--- src/hw/rtl/dda_line_rasterizer_unit_assert.svh ---
// Assertion macros for the DDA line rasterizer
`ifndef DDA_LINE_RASTERIZER_UNIT_ASSERT_SVH
`define DDA_LINE_RASTERIZER_UNIT_ASSERT_SVH

`ifndef NO_ASSERTIONS
// checked outside reset
`define DDA_ASSERT(label, prop, msg) \
  label: assert property (@(posedge clk) disable iff (rst) prop) else $error(msg);
// checked on every edge, reset included
`define DDA_ASSERT_ALWAYS(label, prop, msg) \
  label: assert property (@(posedge clk) prop) else $error(msg);
`else
`define DDA_ASSERT(label, prop, msg)
`define DDA_ASSERT_ALWAYS(label, prop, msg)
`endif

`endif

--- src/hw/rtl/dda_lr_pkg.sv ---
// Shared constants and types for the DDA line rasterizer
package dda_lr_pkg;

  localparam int DEF_MAX_STEPS = 63;
  localparam int DEF_FRAC_BITS = 16;

  localparam int COORD_W   = 12;  // input coordinates and offsets
  localparam int POINT_W   = 13;  // translated coordinates and emitted points
  localparam int MAG_W     = 12;  // |dx|, |dy| and step count
  localparam int REG_IDX_W = 2;

  localparam logic [REG_IDX_W-1:0] REG_OFFSET_X = 2'd0;
  localparam logic [REG_IDX_W-1:0] REG_OFFSET_Y = 2'd1;

  typedef struct packed {
    logic busy;
    logic done;
  } div_stat_t;

endpackage

--- src/hw/rtl/dda_lr_div.sv ---
// Restoring divider, one quotient bit per cycle: (num << FRAC_BITS) / den, num <= den
module dda_lr_div #(
  parameter int FRAC_BITS = dda_lr_pkg::DEF_FRAC_BITS
) (
  input  logic                              clk,
  input  logic                              rst,
  input  logic                              start,
  input  logic [dda_lr_pkg::MAG_W-1:0]      num,
  input  logic [dda_lr_pkg::MAG_W-1:0]      den,
  output logic [FRAC_BITS:0]                quot,
  output dda_lr_pkg::div_stat_t             stat
);

  localparam int QW    = FRAC_BITS + 1;
  localparam int CNT_W = $clog2(FRAC_BITS + 2);
  localparam int RW    = dda_lr_pkg::MAG_W + 1;

  logic [CNT_W-1:0] cnt;
  logic             done;
  logic [RW-1:0]    rem;
  logic [RW-1:0]    den_r;
  logic [RW:0]      diff;
  logic             ge;
  logic [RW-2:0]    rem_sel;

  // remainder stays below the divisor, so the shifted value fits RW bits
  assign diff    = {1'b0, rem} - {2'b00, den_r[RW-2:0]};
  assign ge      = ~diff[RW];
  assign rem_sel = ge ? diff[RW-2:0] : rem[RW-2:0];

  always_ff @(posedge clk) begin
    if (rst) begin
      cnt  <= '0;
      done <= 1'b0;
    end else begin
      done <= 1'b0;
      if (start) begin
        cnt <= CNT_W'(QW);
      end else if (cnt != '0) begin
        cnt  <= cnt - 1'b1;
        done <= (cnt == CNT_W'(1));
      end
    end
  end

  always_ff @(posedge clk) begin
    if (start) begin
      rem   <= {1'b0, num};
      den_r <= {1'b0, den};
      quot  <= '0;
    end else if (cnt != '0) begin
      rem  <= {rem_sel, 1'b0};
      quot <= {quot[QW-2:0], ge};
    end
  end

  assign stat.busy = (cnt != '0);
  assign stat.done = done;

endmodule

--- src/hw/rtl/dda_line_rasterizer_unit.sv ---
// DDA line rasterizer top level: sequencer, accumulators and output register
//
// Takes one segment (two 12-bit endpoints), adds the configured offsets and walks
// from start to end in max(|dx|,|dy|) steps, emitting the start point and one
// rounded point per step, the final one marked with last_point. Segments longer
// than MAX_STEPS are cut after MAX_STEPS steps and every point is flagged
// truncated; a zero-length segment gives its start point only. Per segment the
// block latches the item, then computes the two increments, which share one
// restoring divider producing one quotient bit per cycle (a start step, the
// quotient bit steps and a done step per increment) and are skipped for
// zero-length segments, then emits one point per cycle while the output is not
// stalled, up to MAX_STEPS+1 points. in_stall stays high from acceptance until
// the last point is loaded into the output register. Offsets are written through
// the cfg port (index 0: x, index 1: y; other indices are ignored); the user must
// write them only while the block is idle, which the block itself does not enforce.
`include "dda_line_rasterizer_unit_assert.svh"

module dda_line_rasterizer_unit #(
  parameter int MAX_STEPS = dda_lr_pkg::DEF_MAX_STEPS,
  parameter int FRAC_BITS = dda_lr_pkg::DEF_FRAC_BITS
) (
  input  logic                                    clk,
  input  logic                                    rst,
  input  logic                                    cfg_valid,
  output logic                                    cfg_ready,
  input  logic [dda_lr_pkg::REG_IDX_W-1:0]        cfg_index,
  input  logic [dda_lr_pkg::COORD_W-1:0]          cfg_data,
  input  logic                                    in_valid,
  output logic                                    in_stall,
  input  logic signed [dda_lr_pkg::COORD_W-1:0]   start_x,
  input  logic signed [dda_lr_pkg::COORD_W-1:0]   start_y,
  input  logic signed [dda_lr_pkg::COORD_W-1:0]   end_x,
  input  logic signed [dda_lr_pkg::COORD_W-1:0]   end_y,
  output logic                                    out_valid,
  input  logic                                    out_stall,
  output logic signed [dda_lr_pkg::POINT_W-1:0]   point_x,
  output logic signed [dda_lr_pkg::POINT_W-1:0]   point_y,
  output logic                                    last_point,
  output logic                                    truncated
);

  localparam int CW    = dda_lr_pkg::COORD_W;
  localparam int PW    = dda_lr_pkg::POINT_W;
  localparam int MW    = dda_lr_pkg::MAG_W;
  localparam int SC_W  = $clog2(MAX_STEPS + 1);
  localparam int ACC_W = FRAC_BITS + PW + 1;
  localparam int INC_W = FRAC_BITS + 2;

  localparam logic [1:0] S_IDLE  = 2'd0;
  localparam logic [1:0] S_DIV_X = 2'd1;
  localparam logic [1:0] S_DIV_Y = 2'd2;
  localparam logic [1:0] S_EMIT  = 2'd3;

  localparam logic [ACC_W-1:0] HALF = ACC_W'(1) << (FRAC_BITS - 1);

  logic [1:0]             state;
  logic [CW-1:0]          offset_x;
  logic [CW-1:0]          offset_y;
  logic [ACC_W-1:0]       acc_x;
  logic [ACC_W-1:0]       acc_y;
  logic [INC_W-1:0]       inc_x;
  logic [INC_W-1:0]       inc_y;
  logic [SC_W-1:0]        step_cnt;
  logic [SC_W-1:0]        taken;
  logic                   cut;
  logic [MW-1:0]          mag_x;
  logic [MW-1:0]          mag_y;
  logic [MW-1:0]          steps;
  logic                   neg_x;
  logic                   neg_y;
  logic                   div_start;

  logic                   in_take;
  logic                   out_load;
  logic [PW-1:0]          sx;
  logic [PW-1:0]          sy;
  logic [PW-1:0]          dx;
  logic [PW-1:0]          dy;
  logic [PW-1:0]          abs_dx;
  logic [PW-1:0]          abs_dy;
  logic [MW-1:0]          steps_in;
  logic                   cut_in;
  logic [FRAC_BITS:0]     quot;
  logic [INC_W-1:0]       quot_ext;
  logic                   quot_neg;
  logic [INC_W-1:0]       inc_signed;
  logic [ACC_W-1:0]       sum_x;
  logic [ACC_W-1:0]       sum_y;
  dda_lr_pkg::div_stat_t  div_stat;

  assign cfg_ready = 1'b1;
  assign in_stall  = (state != S_IDLE);
  assign in_take   = in_valid && !in_stall;
  assign out_load  = (state == S_EMIT) && (!out_valid || !out_stall);

  // translated start; the offsets cancel in the differences
  assign sx = {start_x[CW-1], start_x} + {offset_x[CW-1], offset_x};
  assign sy = {start_y[CW-1], start_y} + {offset_y[CW-1], offset_y};
  assign dx = {end_x[CW-1], end_x} - {start_x[CW-1], start_x};
  assign dy = {end_y[CW-1], end_y} - {start_y[CW-1], start_y};
  assign abs_dx   = dx[PW-1] ? (~dx + 1'b1) : dx;
  assign abs_dy   = dy[PW-1] ? (~dy + 1'b1) : dy;
  assign steps_in = (abs_dx[MW-1:0] > abs_dy[MW-1:0]) ? abs_dx[MW-1:0] : abs_dy[MW-1:0];
  assign cut_in   = steps_in > MW'(MAX_STEPS);

  assign quot_ext   = {1'b0, quot};
  assign quot_neg   = (state == S_DIV_X) ? neg_x : neg_y;
  assign inc_signed = quot_neg ? (~quot_ext + 1'b1) : quot_ext;

  // floor(v + 0.5): add a half, then take the integer bits
  assign sum_x = acc_x + HALF;
  assign sum_y = acc_y + HALF;

  dda_lr_div #(
    .FRAC_BITS (FRAC_BITS)
  ) u_div (
    .clk   (clk),
    .rst   (rst),
    .start (div_start),
    .num   ((state == S_DIV_X) ? mag_x : mag_y),
    .den   (steps),
    .quot  (quot),
    .stat  (div_stat)
  );

  always_ff @(posedge clk) begin
    if (rst) begin
      offset_x <= '0;
      offset_y <= '0;
    end else if (cfg_valid && cfg_ready) begin
      unique case (cfg_index)
        dda_lr_pkg::REG_OFFSET_X: offset_x <= cfg_data;
        dda_lr_pkg::REG_OFFSET_Y: offset_y <= cfg_data;
        default: ;
      endcase
    end
  end

  // sequencer
  always_ff @(posedge clk) begin
    if (rst) begin
      state     <= S_IDLE;
      div_start <= 1'b0;
      out_valid <= 1'b0;
      step_cnt  <= '0;
    end else begin
      div_start <= 1'b0;
      if (out_valid && !out_stall) begin
        out_valid <= 1'b0;
      end
      unique case (state)
        S_IDLE: begin
          if (in_take) begin
            step_cnt <= '0;
            if (steps_in == '0) begin
              state <= S_EMIT;
            end else begin
              state     <= S_DIV_X;
              div_start <= 1'b1;
            end
          end
        end
        S_DIV_X: begin
          if (div_stat.done) begin
            state     <= S_DIV_Y;
            div_start <= 1'b1;
          end
        end
        S_DIV_Y: begin
          if (div_stat.done) begin
            state <= S_EMIT;
          end
        end
        S_EMIT: begin
          if (out_load) begin
            out_valid <= 1'b1;
            if (step_cnt == taken) begin
              state <= S_IDLE;
            end else begin
              step_cnt <= step_cnt + 1'b1;
            end
          end
        end
        default: state <= S_IDLE;
      endcase
    end
  end

  // datapath
  always_ff @(posedge clk) begin
    if (in_take) begin
      acc_x <= {{(ACC_W - FRAC_BITS - PW){sx[PW-1]}}, sx, {FRAC_BITS{1'b0}}};
      acc_y <= {{(ACC_W - FRAC_BITS - PW){sy[PW-1]}}, sy, {FRAC_BITS{1'b0}}};
      inc_x <= '0;
      inc_y <= '0;
      mag_x <= abs_dx[MW-1:0];
      mag_y <= abs_dy[MW-1:0];
      neg_x <= dx[PW-1];
      neg_y <= dy[PW-1];
      steps <= steps_in;
      cut   <= cut_in;
      taken <= cut_in ? SC_W'(MAX_STEPS) : steps_in[SC_W-1:0];
    end else if (state == S_DIV_X && div_stat.done) begin
      inc_x <= inc_signed;
    end else if (state == S_DIV_Y && div_stat.done) begin
      inc_y <= inc_signed;
    end else if (out_load) begin
      acc_x <= acc_x + {{(ACC_W - INC_W){inc_x[INC_W-1]}}, inc_x};
      acc_y <= acc_y + {{(ACC_W - INC_W){inc_y[INC_W-1]}}, inc_y};
    end
  end

  always_ff @(posedge clk) begin
    if (out_load) begin
      point_x    <= sum_x[FRAC_BITS +: PW];
      point_y    <= sum_y[FRAC_BITS +: PW];
      last_point <= (step_cnt == taken);
      truncated  <= cut;
    end
  end

  `DDA_ASSERT_ALWAYS(a_rst_idle, rst |=> (state == S_IDLE) && !out_valid, "reset left block busy")
  `DDA_ASSERT(a_emit_src, $rose(out_valid) |-> $past(state) == S_EMIT, "point loaded outside emit")
  `DDA_ASSERT(a_step_bound, (state == S_EMIT) |-> (step_cnt <= taken), "step count overran")
  `DDA_ASSERT(a_div_owner, div_stat.done |-> (state == S_DIV_X || state == S_DIV_Y), "stray divide")
  `DDA_ASSERT(a_idle_div, (state == S_IDLE) |-> !div_stat.busy, "divider busy while idle")

endmodule

--- config.mk ---
export PLATFORM = sky130hd
export DESIGN_NAME = dda_line_rasterizer_unit
export DESIGN_NICKNAME = d
export VERILOG_FILES = /design/src/hw/rtl/dda_lr_pkg.sv /design/src/hw/rtl/dda_lr_div.sv /design/src/hw/rtl/dda_line_rasterizer_unit.sv
export VERILOG_INCLUDE_DIRS = /design/src /design/src/hw/rtl
export SDC_FILE = /design/constraint.sdc
export NUM_CORES = 1
export LEC_CHECK = 0
export ABC_AREA = 1
export BUFFER_PORTS_ARGS = -buffer_cell sky130_fd_sc_hd__clkbuf_2
export CORE_MARGIN = 3
export CORE_UTILIZATION = 50
export DETAILED_ROUTE_END_ITERATION = 8
export GPL_TIMING_DRIVEN = 1
export HOLD_SLACK_MARGIN = 0.15
export PLACE_DENSITY = 0.67
export RECOVER_POWER = 50
export SLEW_MARGIN = 0
export SYNTH_ARGS = -nofsm -noshare
export SYNTH_HDL_FRONTEND = slang
export SYNTH_HIERARCHICAL = 1
export SYNTH_SLANG_ARGS = --single-unit
--- constraint.sdc ---
create_clock -name clk -period 6.6 [get_ports clk]
set_input_delay 1.32 -clock clk [delete_from_list [all_inputs] [get_ports clk]]
set_output_delay 1.32 -clock clk [all_outputs]
set_load 0.05 [all_outputs]
==> results of run 1 <==
==> critical path: cells and delay by family <==
kind            cells  cell delay [ns]
compound gates      1             0.07
fa+ha+maj           4             1.10
buf+inv             7             0.94
simple gates       17             2.06
==> cell usage after synthesis, types with 5 or more instances <==
library cell,number
nand2_1,496
inv_1,332
nor2_1,196
nand3_1,173
o21ai_0,163
ha_1,141
a21oi_1,126
dfxtp_1,126
edfxtp_1,123
xor2_1,54
xnor2_1,42
clkbuf_1,34
nand2_2,31
o22ai_1,26
nor3_1,24
o21bai_1,24
o21ai_1,17
nand4_1,16
or2_2,12
a31oi_1,11
nand3_2,9
nand3b_1,9
fa_1,7
inv_2,7
a21boi_0,6
nor2_2,6
a21o_1,5
nand2_4,5
nor3b_1,5
==> worst max path at each step <==
| stage | start | endpoint | cells after the start |
|---|---|---|---|
| after floorplan | end_y[0] | taken[0]$_SDFFCE_PP1P_ | 27 |
| after global placement | start_y[0] | taken[0]$_SDFFCE_PP1P_ | 29 |
| after detailed placement | start_y[0] | taken[0]$_SDFFCE_PP1P_ | 29 |
| after CTS | start_y[0] | taken[0]$_SDFFCE_PP1P_ | 29 |
| after global routing | start_y[0] | taken[0]$_SDFFCE_PP1P_ | 30 |
| final | start_y[0] | taken[0]$_SDFFCE_PP1P_ | 29 |
==> where the power goes <==
| group | internal, mW | switching [mW] |
|---|---|---|
| clock network | 0.980 | 0.651 |
| registers | 2.09 | 0.204 |
| logic | 0.910 | 1.89 |
==> state kept, by name, summed over array words and instances (netlist names), 13 cells and up <==
signal / cells
acc_x: 29
acc_y: 29
inc_x: 18
inc_y: 18
u_div/quot: 17
point_x: 13
point_y: 13
u_div/rem: 13
==> layout make-up <==
type	count	area, um2
fillers	3201	14100
multi-input cells	1638	9310
flip-flops and latches	249	6220
inverters	342	1280
clock buffers	39	847
well taps	442	553
repair buffers	109	551
clock inverters	15	139
==> metrics by stage <==
stage | cells | setup WS [ns] | hold WS, ns | util (%)
after floorplan | 2275 | 1.58 | 0.400 | -
after global placement | 2780 | 0.915 | 0.401 | 54.3
after detailed placement | 2780 | 0.856 | 0.405 | 54.3
after CTS | 2834 | 1.41 | 0.418 | 57.3
after global routing | 2834 | 0.821 | 0.422 | 57.2
final | 2834 | 1.38 | 0.417 | 57.2
==> kinds of logic after synthesis <==
family | after synthesis | synth area share, %
AO/OA/AOI/OAI | 401 | 13.1
XOR/XNOR | 96 | 4.93
adder cells (fa/ha/maj) | 148 | 11.2
buffers and inverters | 388 | 8.92
flip-flops | 249 | 36.5
other | 1 | 0.0220
AND/OR/NAND/NOR | 992 | 25.4
==> metal layers <==
layer | vias up | GRT usage (%)
li1 | 7701 | -
met1 | 6690 | 33.5
met2 | 341 | 38.5
met3 | 60 | 3.07
met4 | 0 | 5.48
met5 | - | 0
==> reports/qor.txt, run 1 <==
status -> complete, but fails checks
failing checks -> capacitance limit, slew limit
vias in the first global route -> 14,100
Initial Util -> 51.6%
area of placed instances -> 0.0179 mm2
slew margin rel. -> -160%
GRT Resource Usage Total -> 23.6%
fmax -> 0.192 GHz
power consumption -> 6.73 mW
WL met3 -> 2.33 mm
worst hold path startpoint -> steps[7]$_DFFE_PP_
reg2reg path depth -> 7
WHS Path Cells -> 0
Power Density -> 356 mW/mm2
initial antenna violation count -> 0
worst-path maximum fanout -> 14
Hold Crit Class -> register to register
M1 WL -> 20.7 mm
# resized after CTS -> 0
Peak VDD IR -> 0.295 mV
top cells by area, synth -> edfxtp_1 22%, dfxtp_1 15%, nand2_1 11%, ha_1 10%, inv_1 7.3%
Post-Syn Area -> 0.0170 mm2
setup bufs post-CTS -> 0
library cells used by synthesis -> 55
row cnt -> 66
hold buffer count at CTS -> 0
global-route wire length before repair -> 70.4 mm
Critical Path RT -> 6.89 ns
Via density -> 5.22
slowest stage delay, CP -> 0.42 ns
layout cell share with drive strength beyond 1 -> 9.45%
Final setup viols -> 0
drt wl/cell -> 15.0 um
Worst setup EP type -> register
clock skew -> 0.0242 ns
DRC violations left -> 0
Critical Path Slowest Stage Cell -> fa_1
Async SR Flop Fraction -> 0%
Core Footprint -> 0.0330 mm2
Hold Fails Final Rpt -> 0
Gate Count Post-Synth -> 2,275
IO Port Bufs -> 96
Synth Register Bits -> 249
r2r startpoint -> state[0]$_SDFFE_PP0P_
crit start category -> primary input
Placer Congestion -> 0.925
I/O pin count -> 98
Max Slew Vio Count -> 100
TritonCTS Buffers -> 29
Die ar. -> 0.0363 mm2
post-route cell area -> 0.0189 mm2
Detail Route Antenna Nets -> 0
commonest non-fill, non-tap cells in the layout -> 495 x nand2_1, 334 x inv_1, 196 x nor2_1
clk_lat worst skew -> 0.56 ns
most common cell after layout, fill and taps aside -> nand2_1
Antenna Cells -> 0
Post-synth EDFFs -> 123
Reg-to-Reg End -> acc_x[28]$_DFFE_PP_
H-tree depth -> 1
total gr overflow -> 0
Root Driver -> clkbuf_16
dominant cell type by area after synthesis -> edfxtp_1
worst-case clock buffer depth -> 3
top layer reached by signal wires -> met4
wirelength, routed -> 42.4 mm
Yosys top cell area share -> 21.7%
yosys warns -> 6
crit share post-route -> 79.1%
Pre-Repair DR Iteration Count -> 6
Avg Cell Area, Syn -> 7.49 um2
register area share after synthesis -> 36.5%
CTS sink cnt -> 249
critical path arrival -> 5.51 ns
minimum clock period -> 5.22 ns
die extent in x -> 191 um
Setup CP Type -> primary input to register
setup tns final -> 0 ns
largest net degree at the start of global routing -> 72
r2r setup slk -> 1.93 ns
Max-cap violations -> 2
routed wl met2 -> 18.5 mm
vias -> 14,800
Post-Synthesis Net Count -> 2,490
1st-iter DRT viols -> 899
HPWL Detailed -> 33.0 mm
CTS tree -> done
clk slew on worst S/H paths -> 0.06 ns
Die Y -> 191 um
unrepaired setup endpoints after global routing -> no
Pleak -> 9.14 nW
hold path endpoint -> u_div/den_r[7]$_DFFE_PP_
Layout area overhead -> 10.9%
final net count -> 2,584
Main synth FF type -> dfxtp_1
Worst Tran Pin Value -> 3.90 ns
(Power assumes the default switching activity.)
==> run 2, diff against run 1 <==
Settings changed: PLACE_DENSITY 0.67 to 0.7.
Clock period 6.6 ns to 4.2 ns, I/O delays scaled along.
==> reports/qor.txt, run 2 (synthesis gave the netlist of run 1 again) <==
vias -> 15,700
hold slack -> 0.417 ns
Critical Path Slowest Stage Cell -> fa_2
DRC violations left -> 0
drt wl/cell -> 14.5 um
I/O pin count -> 98
initial antenna violation count -> 0
Initial Util -> 51.6%
total gr overflow -> 0
Critical Path RT -> 4.48 ns
power consumption -> 11.3 mW
Via density -> 5.19
Pleak -> 10.0 nW
slowest stage delay, CP -> 0.42 ns
Fillers -> 2,938
Worst setup EP type -> register
Power Density -> 543 mW/mm2
Antenna Cells -> 0
H-tree depth -> 1
most frequent CP cell -> nand2_2
reg2reg path depth -> 14
worst-path maximum fanout -> 6
CTS sink cnt -> 249
global-route wire length before repair -> 70.9 mm
minimum clock period -> 4.14 ns
Setup CP Type -> primary input to register
final net count -> 2,772
Peak VDD IR -> 0.367 mV
die extent in x -> 191 um
Layout area overhead -> 21.5%
Die Y -> 191 um
crit share post-route -> 98.6%
wirelength, routed -> 43.7 mm
1st-iter DRT viols -> 1,074
IO Port Bufs -> 96
Detail Route Antenna Nets -> 0
multi-input logic area -> 0.00965 mm2
failing checks -> capacitance limit, slew limit
Max Slew Vio Count -> 79
most common cell after layout, fill and taps aside -> nand2_1
fmax -> 0.242 GHz
HPWL Detailed -> 33.6 mm
Top Registers -> acc_x: 29 flops, acc_y: 29 flops
status -> complete, but fails checks
commonest non-fill, non-tap cells in the layout -> 476 x nand2_1, 323 x inv_1, 189 x nor2_1
layout cell share with drive strength beyond 1 -> 17.8%
GRT Resource Usage Total -> 23.6%
clk_lat worst skew -> 0.56 ns
Root Driver -> clkbuf_16
WHS Path Cells -> 0
Final setup viols -> 0
r2r startpoint -> acc_y[0]$_SDFFE_PP0P_
Die ar. -> 0.0363 mm2
crit start category -> primary input
Hold Fails Final Rpt -> 0
CTS tree -> done
Placer Congestion -> 0.974
Reg-to-Reg End -> acc_y[26]$_DFFE_PP_
r2r setup slk -> 0.98 ns
Worst Tran Pin Value -> 1.86 ns
hold path endpoint -> u_div/den_r[10]$_DFFE_PP_
row cnt -> 66
clk slew on worst S/H paths -> 0.06 ns
vias in the first global route -> 14,800
clock skew -> 0.0340 ns
Pre-Repair DR Iteration Count -> 5
critical path arrival -> 4.42 ns
largest net degree at the start of global routing -> 79
sequential cell area -> 0.00622 mm2
worst-case clock buffer depth -> 3
Core Footprint -> 0.0330 mm2
Max-cap violations -> 1
TritonCTS Buffers -> 28
Hold Crit Class -> register to register
worst hold path startpoint -> steps[10]$_DFFE_PP_
slew margin rel. -> -24.2%
run 2: critical path: cells and delay by family:
family / cells / cell delay (ns)
AOI/OAI and AO/OA: 1 / 0.08
and+or+nand+nor: 19 / 1.92
buffers and inverters: 7 / 0.71
adders and majority gates: 3 / 0.86
run 2: area by class of cell:
cell class | instances | area share [%]
inverters | 342 | 6.28
clock buffers | 43 | 4.46
well taps | 442 | 2.67
multi-input cells | 1638 | 46.6
flip-flops and latches | 249 | 30.0
repair buffers | 298 | 9.70
clock inverters | 8 | 0.278
run 2: worst max path at each step:
stage,startpoint,end,slack (ns),cells past startpoint
4_1_cts,end_y[0],state[1]$_SDFFE_PP0P_,0.03,33
6_report,end_x[0],taken[0]$_SDFFCE_PP1P_,0.06,30
2_1_floorplan,end_y[0],taken[0]$_SDFFCE_PP1P_,-0.03,28
5_1_grt,end_y[0],taken[0]$_SDFFCE_PP1P_,-0.12,32
3_3_place_gp,end_y[0],taken[0]$_SDFFCE_PP1P_,-0.37,28
3_5_place_dp,end_y[0],state[1]$_SDFFE_PP0P_,-0.51,33
run 2: timing repair:
| item | 4_1_cts | 5_1_grt |
|---|---|---|
| resized for setup | 0 | 81 |
| buffers inserted | 0 | 19 |
| hold buffers | 0 | 0 |
| endpoints found under the setup margin | 0 | 9 |
run 2: per-stage QoR:
step	instances	cell area, um2	setup WS [ns]	util, %	TNS [ns]
finish	3020	20700	0.0600	62.7	0
global route	3020	20700	-0.120	62.7	-0.399
CTS	3000	20300	0.0336	61.4	0
detailed placement	2949	19300	-0.512	58.5	-5.26
global placement	2949	19300	-0.374	58.5	-3.03
floorplan	2275	17200	-0.0321	-	-0.0321
run 2: power breakdown:
| group | internal, mW | total [mW] | leakage (nW) | switching (mW) |
|---|---|---|---|---|
| Combinational | 1.97 | 5.15 | 7.37 | 3.18 |
| Sequential | 3.28 | 3.60 | 2.17 | 0.314 |
| Clock | 1.52 | 2.51 | 0.489 | 0.990 |
| Total | 6.77 | 11.3 | 10.0 | 4.48 |
run 2: layer usage:
layer	GRT usage [%]	vias to the layer above	share of wire [%]
met4	7.28	0	3.1
met3	2.33	89	5.0
li1	-	8077	-
met1	32.0	7079	46
met5	0	-	0
met2	39.9	443	46
